--- src/rtl/ptz_absolute_position_framer_defines.svh ---
// Assertion macros for the absolute position framer.
// Each macro expects clk_i and rst_ni in the scope where it is used.
`ifndef PTZ_ABSOLUTE_POSITION_FRAMER_DEFINES_SVH
`define PTZ_ABSOLUTE_POSITION_FRAMER_DEFINES_SVH

// Same-cycle implication, checked out of reset.
`define PTZAPF_ASSERT_NOW(lbl, ante, cons, msg) \
  lbl: assert property (@(posedge clk_i) disable iff (!rst_ni) (ante) |-> (cons)) \
    else $error(msg);

// Next-cycle implication, checked out of reset.
`define PTZAPF_ASSERT_NEXT(lbl, ante, cons, msg) \
  lbl: assert property (@(posedge clk_i) disable iff (!rst_ni) (ante) |=> (cons)) \
    else $error(msg);

`endif

--- src/rtl/ptzapf_pkg.sv ---
// Shared types and constants of the absolute position framer.
// No dependencies; used by the channel interfaces and the top level.
package ptzapf_pkg;

  typedef enum logic [1:0] {
    OP_SET_POS = 2'd0,
    OP_TICK    = 2'd1,
    OP_SET_IVL = 2'd2
  } opcode_e;

  localparam int unsigned CFG_IDX_W = 2;

  localparam logic [CFG_IDX_W-1:0] REG_SYNC     = 2'd0;
  localparam logic [CFG_IDX_W-1:0] REG_ADDR     = 2'd1;
  localparam logic [CFG_IDX_W-1:0] REG_PAN_CMD  = 2'd2;
  localparam logic [CFG_IDX_W-1:0] REG_TILT_CMD = 2'd3;

  localparam logic [7:0] SYNC_RST     = 8'd255;
  localparam logic [7:0] ADDR_RST     = 8'd1;
  localparam logic [7:0] PAN_CMD_RST  = 8'd75;
  localparam logic [7:0] TILT_CMD_RST = 8'd77;

  localparam logic [15:0] HALF_SCALE  = 16'h8000;
  localparam logic [9:0]  ELAPSED_MAX = 10'd1023;
  localparam logic [8:0]  IVL_RST     = 9'd300;
  localparam logic [9:0]  IVL_BASE    = 10'd180;
  localparam logic [9:0]  IVL_WRAP    = 10'd360;

  // Frame byte positions
  localparam logic [2:0] BYTE_SYNC = 3'd0;
  localparam logic [2:0] BYTE_ADDR = 3'd1;
  localparam logic [2:0] BYTE_ZERO = 3'd2;
  localparam logic [2:0] BYTE_CMD  = 3'd3;
  localparam logic [2:0] BYTE_HI   = 3'd4;
  localparam logic [2:0] BYTE_LO   = 3'd5;
  localparam logic [2:0] BYTE_CHK  = 3'd6;

  typedef struct packed {
    logic [1:0] opcode;
    logic [7:0] pan_coarse;
    logic [7:0] pan_fine;
    logic [7:0] tilt_coarse;
    logic [7:0] tilt_fine;
    logic [7:0] new_interval;
  } in_item_t;

  typedef struct packed {
    logic [7:0] frame_byte;
    logic       frame_end;
  } out_item_t;

endpackage

--- src/rtl/ptzapf_if.sv ---
// Valid/ready channel interfaces for the framer's input and output items.
// Depends on ptzapf_pkg for the payload structs.
interface ptzapf_in_if import ptzapf_pkg::*; ();
  logic     valid;
  logic     ready;
  in_item_t item;

  modport source (output valid, output item, input ready);
  modport sink   (input valid, input item, output ready);
endinterface

interface ptzapf_out_if import ptzapf_pkg::*; ();
  logic      valid;
  logic      ready;
  out_item_t item;

  modport source (output valid, output item, input ready);
  modport sink   (input valid, input item, output ready);
endinterface

--- src/rtl/ptz_absolute_position_framer.sv ---
// Absolute pan/tilt position command framer; depends on ptzapf_pkg, ptzapf_if
// and ptz_absolute_position_framer_defines.svh.
//
// in_i carries set-position, millisecond-tick and set-interval items; out_o
// carries frame bytes, one per beat, frame_end high on the seventh (checksum)
// byte. cfg_we_i/cfg_idx_i/cfg_data_i write the sync, address and command
// registers; write them only while the block is idle.
// An accepted item lands in an input register and is worked off from there,
// so the block takes one item per cycle unless a sending tick waits there for
// the frame buffer. A tick that sends loads the seven-byte frame buffer; its
// bytes pass through the output register to out_o, one per cycle while out_o
// is ready. A sending tick that finds the frame buffer still in use waits in
// the input register until the buffer's last byte has gone to the output
// register. Items that send nothing pass while a frame drains.
// A stall on out_o holds the output byte and, once the buffer is busy and a
// further send waits, backs up to in_i.ready.
// Reset loads the register defaults, clears targets, sent positions and the
// elapsed count, sets the interval to 300 ms and empties all stages.
`include "ptz_absolute_position_framer_defines.svh"

module ptz_absolute_position_framer import ptzapf_pkg::*; (
  input  logic                 clk_i,
  input  logic                 rst_ni,
  ptzapf_in_if.sink            in_i,
  ptzapf_out_if.source         out_o,
  input  logic                 cfg_we_i,
  input  logic [CFG_IDX_W-1:0] cfg_idx_i,
  input  logic [7:0]           cfg_data_i
);

  // Configuration
  logic [7:0] sync_q, addr_q, pan_cmd_q, tilt_cmd_q;

  // Input register
  logic       stg_valid_q;
  in_item_t   stg_q;
  logic       stg_go, in_ready;

  // Block state
  logic [15:0] tgt_pan_q, tgt_tilt_q, sent_pan_q, sent_tilt_q;
  logic [9:0]  elapsed_q;
  logic [8:0]  interval_q;

  // Frame buffer and serialiser
  logic        frm_busy_q;
  logic [2:0]  frm_idx_q;
  logic [7:0]  frm_cmd_q;
  logic [15:0] frm_val_q;
  logic        frm_load, ser_load, ser_last;
  logic [7:0]  ser_byte, chk;

  // Output register
  logic       out_valid_q;
  logic [7:0] out_byte_q;
  logic       out_end_q;

  // Work on the staged item
  logic [15:0] pan_in, tilt_in, pan_new, tilt_new;
  logic        fold, is_tick, due, pick_pan, pick_tilt, send;
  logic [9:0]  elapsed_inc;
  logic [16:0] pan_diff, tilt_diff, pan_mag, tilt_mag;
  logic [15:0] pan_chg, tilt_chg, sel_chg, sel_pos;
  logic [7:0]  sel_cmd;
  logic [21:0] ivl_sum;
  logic [9:0]  ivl_raw, ivl_adj;
  logic [26:0] val_sum;

  always_comb begin
    pan_in   = {stg_q.pan_coarse, stg_q.pan_fine};
    tilt_in  = {stg_q.tilt_coarse, stg_q.tilt_fine};
    // fold a tilt past the quarter turn back over the top
    fold     = (tilt_in[15:14] != 2'b00);
    pan_new  = fold ? (pan_in ^ HALF_SCALE) : pan_in;
    tilt_new = fold ? (HALF_SCALE - tilt_in) : tilt_in;

    is_tick     = (stg_q.opcode == OP_TICK);
    elapsed_inc = (elapsed_q == ELAPSED_MAX) ? elapsed_q : elapsed_q + 10'd1;
    due         = (elapsed_inc >= {1'b0, interval_q});

    pan_diff  = {sent_pan_q[15], sent_pan_q} - {tgt_pan_q[15], tgt_pan_q};
    tilt_diff = {sent_tilt_q[15], sent_tilt_q} - {tgt_tilt_q[15], tgt_tilt_q};
    pan_mag   = pan_diff[16] ? (17'd0 - pan_diff) : pan_diff;
    tilt_mag  = tilt_diff[16] ? (17'd0 - tilt_diff) : tilt_diff;
    pan_chg   = pan_mag[15:0];
    tilt_chg  = tilt_mag[15:0];

    pick_pan  = (pan_chg != 16'd0) && (pan_chg >= tilt_chg);
    pick_tilt = !pick_pan && (tilt_chg != 16'd0);
    send      = stg_valid_q && is_tick && due && (pick_pan || pick_tilt);

    sel_chg = pick_pan ? pan_chg : tilt_chg;
    sel_pos = pick_pan ? tgt_pan_q : tgt_tilt_q;
    sel_cmd = pick_pan ? pan_cmd_q : tilt_cmd_q;

    // round(change * 360 / 65536) + 180, less 180 again if that reaches 360
    ivl_sum = 22'(sel_chg) * 22'd45 + 22'd4096;
    ivl_raw = {1'b0, ivl_sum[21:13]} + IVL_BASE;
    ivl_adj = (ivl_raw >= IVL_WRAP) ? (ivl_raw - IVL_BASE) : ivl_raw;

    // round(pos * 36000 / 65536)
    val_sum = 27'(sel_pos) * 27'd1125 + 27'd1024;
  end

  // a sending tick waits while the frame buffer drains
  assign stg_go   = stg_valid_q && (!frm_busy_q || !send);
  assign in_ready = !stg_valid_q || stg_go;
  assign frm_load = stg_go && send;

  assign in_i.ready = in_ready;

  always_ff @(posedge clk_i or negedge rst_ni) begin
    if (!rst_ni) begin
      sync_q     <= SYNC_RST;
      addr_q     <= ADDR_RST;
      pan_cmd_q  <= PAN_CMD_RST;
      tilt_cmd_q <= TILT_CMD_RST;
    end else if (cfg_we_i) begin
      case (cfg_idx_i)
        REG_SYNC:     sync_q     <= cfg_data_i;
        REG_ADDR:     addr_q     <= cfg_data_i;
        REG_PAN_CMD:  pan_cmd_q  <= cfg_data_i;
        REG_TILT_CMD: tilt_cmd_q <= cfg_data_i;
        default: ;
      endcase
    end
  end

  always_ff @(posedge clk_i or negedge rst_ni) begin
    if (!rst_ni) begin
      stg_valid_q <= 1'b0;
    end else if (in_ready) begin
      stg_valid_q <= in_i.valid;
    end
  end

  always_ff @(posedge clk_i) begin
    if (in_ready && in_i.valid) begin
      stg_q <= in_i.item;
    end
  end

  always_ff @(posedge clk_i or negedge rst_ni) begin
    if (!rst_ni) begin
      tgt_pan_q   <= '0;
      tgt_tilt_q  <= '0;
      sent_pan_q  <= '0;
      sent_tilt_q <= '0;
      elapsed_q   <= '0;
      interval_q  <= IVL_RST;
    end else if (stg_go) begin
      case (stg_q.opcode)
        OP_SET_POS: begin
          tgt_pan_q  <= pan_new;
          tgt_tilt_q <= tilt_new;
        end
        OP_SET_IVL: begin
          interval_q <= {1'b0, stg_q.new_interval};
        end
        OP_TICK: begin
          if (send) begin
            if (pick_pan) begin
              sent_pan_q <= tgt_pan_q;
            end else begin
              sent_tilt_q <= tgt_tilt_q;
            end
            elapsed_q  <= '0;
            interval_q <= ivl_adj[8:0];
          end else begin
            elapsed_q <= elapsed_inc;
          end
        end
        default: ;
      endcase
    end
  end

  // Serialiser: advance one byte whenever the output register frees up
  assign ser_load = frm_busy_q && (!out_valid_q || out_o.ready);
  assign ser_last = (frm_idx_q == BYTE_CHK);
  assign chk      = addr_q + frm_cmd_q + frm_val_q[15:8] + frm_val_q[7:0];

  always_comb begin
    case (frm_idx_q)
      BYTE_SYNC: ser_byte = sync_q;
      BYTE_ADDR: ser_byte = addr_q;
      BYTE_ZERO: ser_byte = 8'h00;
      BYTE_CMD:  ser_byte = frm_cmd_q;
      BYTE_HI:   ser_byte = frm_val_q[15:8];
      BYTE_LO:   ser_byte = frm_val_q[7:0];
      BYTE_CHK:  ser_byte = chk;
      default:   ser_byte = 8'h00;
    endcase
  end

  always_ff @(posedge clk_i or negedge rst_ni) begin
    if (!rst_ni) begin
      frm_busy_q <= 1'b0;
      frm_idx_q  <= BYTE_SYNC;
    end else if (frm_load) begin
      frm_busy_q <= 1'b1;
      frm_idx_q  <= BYTE_SYNC;
    end else if (ser_load) begin
      frm_busy_q <= !ser_last;
      frm_idx_q  <= ser_last ? BYTE_SYNC : frm_idx_q + 3'd1;
    end
  end

  always_ff @(posedge clk_i) begin
    if (frm_load) begin
      frm_cmd_q <= sel_cmd;
      frm_val_q <= val_sum[26:11];
    end
  end

  always_ff @(posedge clk_i or negedge rst_ni) begin
    if (!rst_ni) begin
      out_valid_q <= 1'b0;
    end else if (ser_load) begin
      out_valid_q <= 1'b1;
    end else if (out_o.ready) begin
      out_valid_q <= 1'b0;
    end
  end

  always_ff @(posedge clk_i) begin
    if (ser_load) begin
      out_byte_q <= ser_byte;
      out_end_q  <= ser_last;
    end
  end

  assign out_o.valid           = out_valid_q;
  assign out_o.item.frame_byte = out_byte_q;
  assign out_o.item.frame_end  = out_end_q;

  `PTZAPF_ASSERT_NOW(a_load_when_free, frm_load, !frm_busy_q, "frame buffer overwritten while busy")
  `PTZAPF_ASSERT_NOW(a_idx_only_busy, frm_idx_q != BYTE_SYNC, frm_busy_q, "byte index set while idle")
  `PTZAPF_ASSERT_NEXT(a_send_clears, frm_load, elapsed_q == 10'd0, "elapsed count not cleared on send")
  `PTZAPF_ASSERT_NEXT(a_end_closes, ser_load && ser_last, !frm_busy_q, "frame buffer busy after last byte")

endmodule
--- src/flat_wrapper.sv ---
// flat-port wrapper written by rule: the top's interface ports become plain ports
module ptz_absolute_position_framer_flat import ptzapf_pkg::*;
  (clk_i, rst_ni, cfg_we_i, cfg_idx_i, cfg_data_i, in_i_valid, in_i_item, in_i_ready, out_o_valid, out_o_item, out_o_ready);
  ptzapf_in_if in_i_i ();
  ptzapf_out_if out_o_i ();
  input  logic clk_i;
  input  logic rst_ni;
  input  logic cfg_we_i;
  input  logic [CFG_IDX_W-1:0] cfg_idx_i;
  input  logic [7:0] cfg_data_i;
  input wire logic [$bits(in_i_i.valid)-1:0] in_i_valid;
  input wire logic [$bits(in_i_i.item)-1:0] in_i_item;
  output wire logic [$bits(in_i_i.ready)-1:0] in_i_ready;
  output wire logic [$bits(out_o_i.valid)-1:0] out_o_valid;
  output wire logic [$bits(out_o_i.item)-1:0] out_o_item;
  input wire logic [$bits(out_o_i.ready)-1:0] out_o_ready;
  assign in_i_i.valid = in_i_valid;
  assign in_i_i.item = in_i_item;
  assign in_i_ready = in_i_i.ready;
  assign out_o_valid = out_o_i.valid;
  assign out_o_item = out_o_i.item;
  assign out_o_i.ready = out_o_ready;
  ptz_absolute_position_framer u_core (.clk_i(clk_i), .rst_ni(rst_ni), .in_i(in_i_i), .out_o(out_o_i), .cfg_we_i(cfg_we_i), .cfg_idx_i(cfg_idx_i), .cfg_data_i(cfg_data_i));
endmodule
--- config.mk ---
export PLATFORM = sky130hd
export DESIGN_NAME = ptz_absolute_position_framer_flat
export DESIGN_NICKNAME = d
export VERILOG_FILES = /design/src/rtl/ptzapf_pkg.sv /design/src/rtl/ptzapf_if.sv /design/src/rtl/ptz_absolute_position_framer.sv /design/src/flat_wrapper.sv
export VERILOG_INCLUDE_DIRS = /design/src /design/src/rtl
export SDC_FILE = /design/constraint.sdc
export NUM_CORES = 1
export LEC_CHECK = 0
export BUFFER_PORTS_ARGS = -buffer_cell sky130_fd_sc_hd__buf_2
export CORE_ASPECT_RATIO = 0.75
export CORE_MARGIN = 2
export CORE_UTILIZATION = 42
export DETAILED_ROUTE_END_ITERATION = 16
export GPL_TIMING_DRIVEN = 0
export SYNTH_ARGS = -nofsm -noshare
export SYNTH_HDL_FRONTEND = slang
export SYNTH_SLANG_ARGS = --single-unit
--- constraint.sdc ---
create_clock -name clk_i -period 15.5 [get_ports clk_i]
set_input_delay 1.55 -clock clk_i [delete_from_list [all_inputs] [get_ports clk_i]]
set_output_delay 1.55 -clock clk_i [all_outputs]
set_load 0.01 [all_outputs]
# After elaboration in Yosys (flattened, before gate mapping)
# Cells that the tools add are included.
# Widths: inputs -> output; s select.
# op_classes
n_addsub,14
multipliers,2
n_lt_le_gt_ge,3
eq_ne,12
mux,20
bitwise,2
reduce_logical,37
# op_table
cell,count
$mux 16,6
$pmux 8 s6,1
$sub 16x16->17,2
$reduce_bool 16->1,2
$sub 1x16->16 const A,2
$add 27x11->27 const B,1
$mul 16x11->27 const B,1
$add 8x8->8,3
$add 22x13->22 const B,1
$mul 16x6->22 const B,1
$mux 10,2
$mux 9,2
$pmux 9 s2,1
$ge 16x16->1,1
$sub 16x16->16 const A,1
$reduce_and 2->1,6
$add 10x1->10 const B,1
$add 9x8->10 const B,1
$eq 10x10->1 const B,1
$ge 10x9->1,1
$ge 10x9->1 const B,1
$eq 3x3->1 const B,3
$logic_and 1x1->1,9
$mux 3,3
other kinds (17),37
# totals
reg_bits,196
wordCells,114

# Depth between registers and ports, before layout
# logic_depth
depth_word,14
ltp_mapped,55
ltp_nobuf,53

# Worst setup path before layout
# OpenSTA, ideal clock, no wires.
# synth_timing
path_type,flip-flop to flip-flop
start,reg u_core.tgt_tilt_q[0]
end,reg u_core.interval_q[8]
arrival_ps,10777
t_required_ps,15439
slack_ps,4662
stages_incl_launch_ff,49
n_path_buf,2
path_cell_list,dfrtp_1 > ha_1 > fa_1 > nand2b_1 > a211oi_1 > o22ai_2 > o31ai_1 > o21ai_0 > clkbuf_1 > a21oi_1 > ha_1 > a21o_1 > a21o_1 > a21o_1 > a21o_1 > a2111oi_0 > o21ai_0 > o211ai_2 > (+13 left out) > nor2b_1 > a41o_1 > a21o_1 > a21o_1 > a21o_1 > a2111oi_0 > o31ai_1 > a21oi_1 > xnor2_1 > ha_1 > or2_2 > a21o_1 > or2_2 > nor2b_1 > o311ai_0 > nand2_1 > o211ai_1 > a22o_1
# synth_via
elab_chain_cells,13
word_cells_on_any_way,24
cone_classes,add/sub (5); mul (1); order compare (2); eq/ne (1); mux (5); reduce/logical (10)
# synth_lines
item,line_no,source
start: declaration,ptz_absolute_position_framer.sv:40,"logic [15:0] tgt_pan_q, tgt_tilt_q, sent_pan_q, sent_tilt_q;"
start signal: assignment,ptz_absolute_position_framer.sv:154,tgt_tilt_q <= tilt_new;
$sub 16x16->17 *,ptz_absolute_position_framer.sv:81,"tilt_diff = {sent_tilt_q[15], sent_tilt_q} - {tgt_tilt_q[15], tgt_tilt_q};"
$sub 1x16->16,ptz_absolute_position_framer.sv:83,tilt_mag = tilt_diff[16] ? (17'd0 - tilt_diff) : tilt_diff;
$mux 16 *,ptz_absolute_position_framer.sv:83,
$ge 16x16->1,ptz_absolute_position_framer.sv:87,pick_pan = (pan_chg != 16'd0) && (pan_chg >= tilt_chg);
$logic_and 1x1->1,ptz_absolute_position_framer.sv:87,
$mux 16 or $logic_not 1->1 (tied branches),"ptz_absolute_position_framer.sv:91, ptz_absolute_position_framer.sv:88",
$mul 16x6->22 or $logic_and 1x1->1 (tied branches),"ptz_absolute_position_framer.sv:96, ptz_absolute_position_framer.sv:88",
$add 22x13->22 or $logic_or 1x1->1 (tied branches),"ptz_absolute_position_framer.sv:96, ptz_absolute_position_framer.sv:89",
$add 9x8->10 or $logic_and 1x1->1 (tied branches),"ptz_absolute_position_framer.sv:97, ptz_absolute_position_framer.sv:89",
"$sub 9x8->9, or another cell as far along",ptz_absolute_position_framer.sv:98,ivl_adj = (ivl_raw >= IVL_WRAP) ? (ivl_raw - IVL_BASE) : ivl_raw;
$mux 9 or $logic_or 1x1->1 (tied branches),"ptz_absolute_position_framer.sv:98, ptz_absolute_position_framer.sv:105",
$mux 9 or $logic_and 1x1->1 (tied branches),"ptz_absolute_position_framer.sv:160, ptz_absolute_position_framer.sv:105",
$pmux 9 s2 or $reduce_and 3->1 (tied branches),n/a,
end signal: assignment,ptz_absolute_position_framer.sv:157,"interval_q <= {1'b0, stg_q.new_interval};"
end signal: assignment,ptz_absolute_position_framer.sv:167,interval_q <= ivl_adj[8:0];
end: declaration,ptz_absolute_position_framer.sv:42,logic [8:0] interval_q;
# Mark *: on every way between the ends. The rest lies on a longest branch, timed or not. The select of a mux whose other input is x is not followed.
# A chain may end at the register's enable or synchronous reset.

# Final worst setup path
# layout_timing
start,reg u_core.tgt_tilt_q[0]
end,reg u_core.interval_q[2]
# The elaborated chain is that of the path after synthesis.

==> out/results.ini <==
[floorplan]
die_x_um=234
die-area_sq_um=41400
io-pin-count=68
die_h_um=177
fp.coreArea_sq_um=39300
rows=63
start_util_pct=42.4

[hold_path]
min_to=u_core.tgt_pan_q[14]
min_path_cells=2
hp-class=register to register
min-delay-start=u_core.pan_in[14]

[yosys]
syn_area_sq_um=16700
synth_fp_nets=2017
synth_edf_count=75
netlist_top_cells_area=ha_1 16%, dfrtp_1 15%, edfxtp_1 13%
synth_common_cells=217 x ha_1, 187 x inv_1, 108 x nor2_1
synthFlopType=dfrtp_1
synth_most_common_cell=ha_1
async_flop_share_pct=61.7
synth_cell_type_count=95
yosysSeqAreaShare_pct=31.8
synth_top_area_share_pct=16.3
syn-instance-count=1671
ys_ff_latch=196
synth_largest_area_cell=ha_1
syn_area_per_cell_sq_um=9.99
synth_warnings=0

[cts]
clock-sinks=196
ctsResizeCount=0
post_cts_buffers=0
cts_tree=built
clk_pin_slew_ns=0.07
cts_made_buffers=17
cts_root_buf=clkbuf_16
clock_latency_ns=0.47
htreeDepth=4
hold_buffers=0
clk_path_buf_depth=2

[routing]
drc=0
route.met2.wl_um=16900
dr.pass1.iters=5
routed_via_density=5.41
wirelength_um=39800
dr_wl_met3_um=2160
ant_nets=0
first_iter_violations=769
wl_met1_um=20200
vias=12416
top_layer=met4
wl_per_cell_um=17.4

[setup_path]
cp-end-kind=register
crit_type=register to register
r2r_cells=50
cpMostUsedCell=a21o_1
max_stage_delay_ns=0.87
arrival_ns=13.62
worstPathMaxFanout=10
cp.required_ns=15.89
startpoint_type=register
ff2ff_setup_slack_ns=2.27
crit_slowest_cell=a2111oi_0
reg2reg_from=u_core.tgt_tilt_q[0]
r2r-end=u_core.interval_q[2]

[place]
dpl_worst_slack_ns=2.59
finalWeightedCongestion=0.908
place_hpwl_um=32000
port_buffers=67

[finish]
fillers=3727
syn_to_final_growth_pct=9.60
drive_above_1_share_pct=13.3
antenna_cells=0
layout.nets=2106

[sta]
finalHoldViolations=0
setup_viol=0
setup_tns_ns=0
fin_ws_ns=2.27
period_share_pct=85.4
worstMarginPinSlew_ns=1.36
period_needed_ns=13.23
drv_slew=0
max_freq_ghz=0.0756
fin_skew_ns=0.0121
rsz0062_at_grt=no
max_slew_margin_pct=8.56

[grt]
globalRouteOverflowTotal=0
grt_pass1_vias=12045
grt_start_max_net_pins=92
grt_pass1_wl_um=64300
track_usage_pct=20.0
antenna_found_initial=0

[flow_run]
cap_violations=0

[run_status]
outcome=completed

[registers in the layout, indices dropped and copies added, names as in the netlist, 9 cells and up]
name	cells
u_core.interval_q	9
u_core.sent_tilt_q	16
u_core.sent_pan_q	16
u_core.tgt_pan_q	16
u_core.elapsed_q	10
u_core.pan_in	16
u_core.frm_val_q	16
u_core.tgt_tilt_q	16
u_core.stg_q	26
[cell usage in the layout (no fill, tap or decap), types with 32 or more instances in the layout]
master / n
xor2_1: 52
mux2_2: 67
nor2_1: 108
dfrtp_1: 100
buf_2: 71
o21ai_0: 90
nand2_1: 107
inv_1: 187
edfxtp_1: 75
ha_1: 217
xnor2_1: 58
fa_1: 72
a21o_1: 32
a21oi_1: 99
[metal layers]
metal  up-vias  global-route usage [%]
met5         -                       0
met4         0                    4.98
met3        36                    4.38
met2       262                    29.0
met1      6054                    30.2
li1       6064                       -
[worst max-delay path: cells and delay by family (launching register included)]
family	cells	cell delay, ns
DFF	1	0.46
and+or+nand+nor	9	1.27
AOI/OAI and AO/OA	26	6.55
muxes	1	0.10
buffers and inverters	3	0.89
adders and majority gates	9	3.31
xor gates and xnor gates	2	0.58
[worst max-delay path by stage]
stage                         startpoint                   end  slack (ns)
floorplan           u_core.tgt_tilt_q[0]  u_core.interval_q[8]        4.66
global placement    u_core.tgt_tilt_q[0]  u_core.interval_q[2]        2.76
detailed placement  u_core.tgt_tilt_q[0]  u_core.interval_q[2]        2.59
CTS                 u_core.tgt_tilt_q[0]  u_core.interval_q[3]        2.50
global route        u_core.tgt_tilt_q[0]  u_core.interval_q[3]        1.38
finish              u_core.tgt_tilt_q[0]  u_core.interval_q[2]        2.27
[through the flow]
step	std cells	hold WS [ns]	cell area (sq um)	util (%)
detailed placement	2261	0.448	17800	45.1
finish	2293	0.460	18300	46.5
global placement	2258	0.444	17700	45.0
CTS	2293	0.464	18300	46.5
floorplan	1671	0.426	16700	-
global route	2293	0.489	18300	46.5
[layout make-up]
class / count / area (sq um) / area share, %
timing repair buffer: 70 / 400 / 2.19
clock inverter: 13 / 108 / 0.588
tap: 520 / 651 / 3.56
multi-input combinational: 1245 / 10500 / 57.4
sequential: 196 / 5310 / 29.0
clock buffer: 19 / 433 / 2.37
inverter: 188 / 706 / 3.86
buffer: 42 / 184 / 1.01
[cell families after synthesis]
logic type,after synthesis,synth area share (%)
fa+ha+maj,291,25.0
xor+xnor,112,5.97
flops,196,31.8
simple gates,395,11.8
buf+inv,230,5.33
compound gates,361,14.1
mux,86,5.93
Power is not shown: default switching activity piles up to over one toggle a cycle in this logic, so the estimate is an artifact.
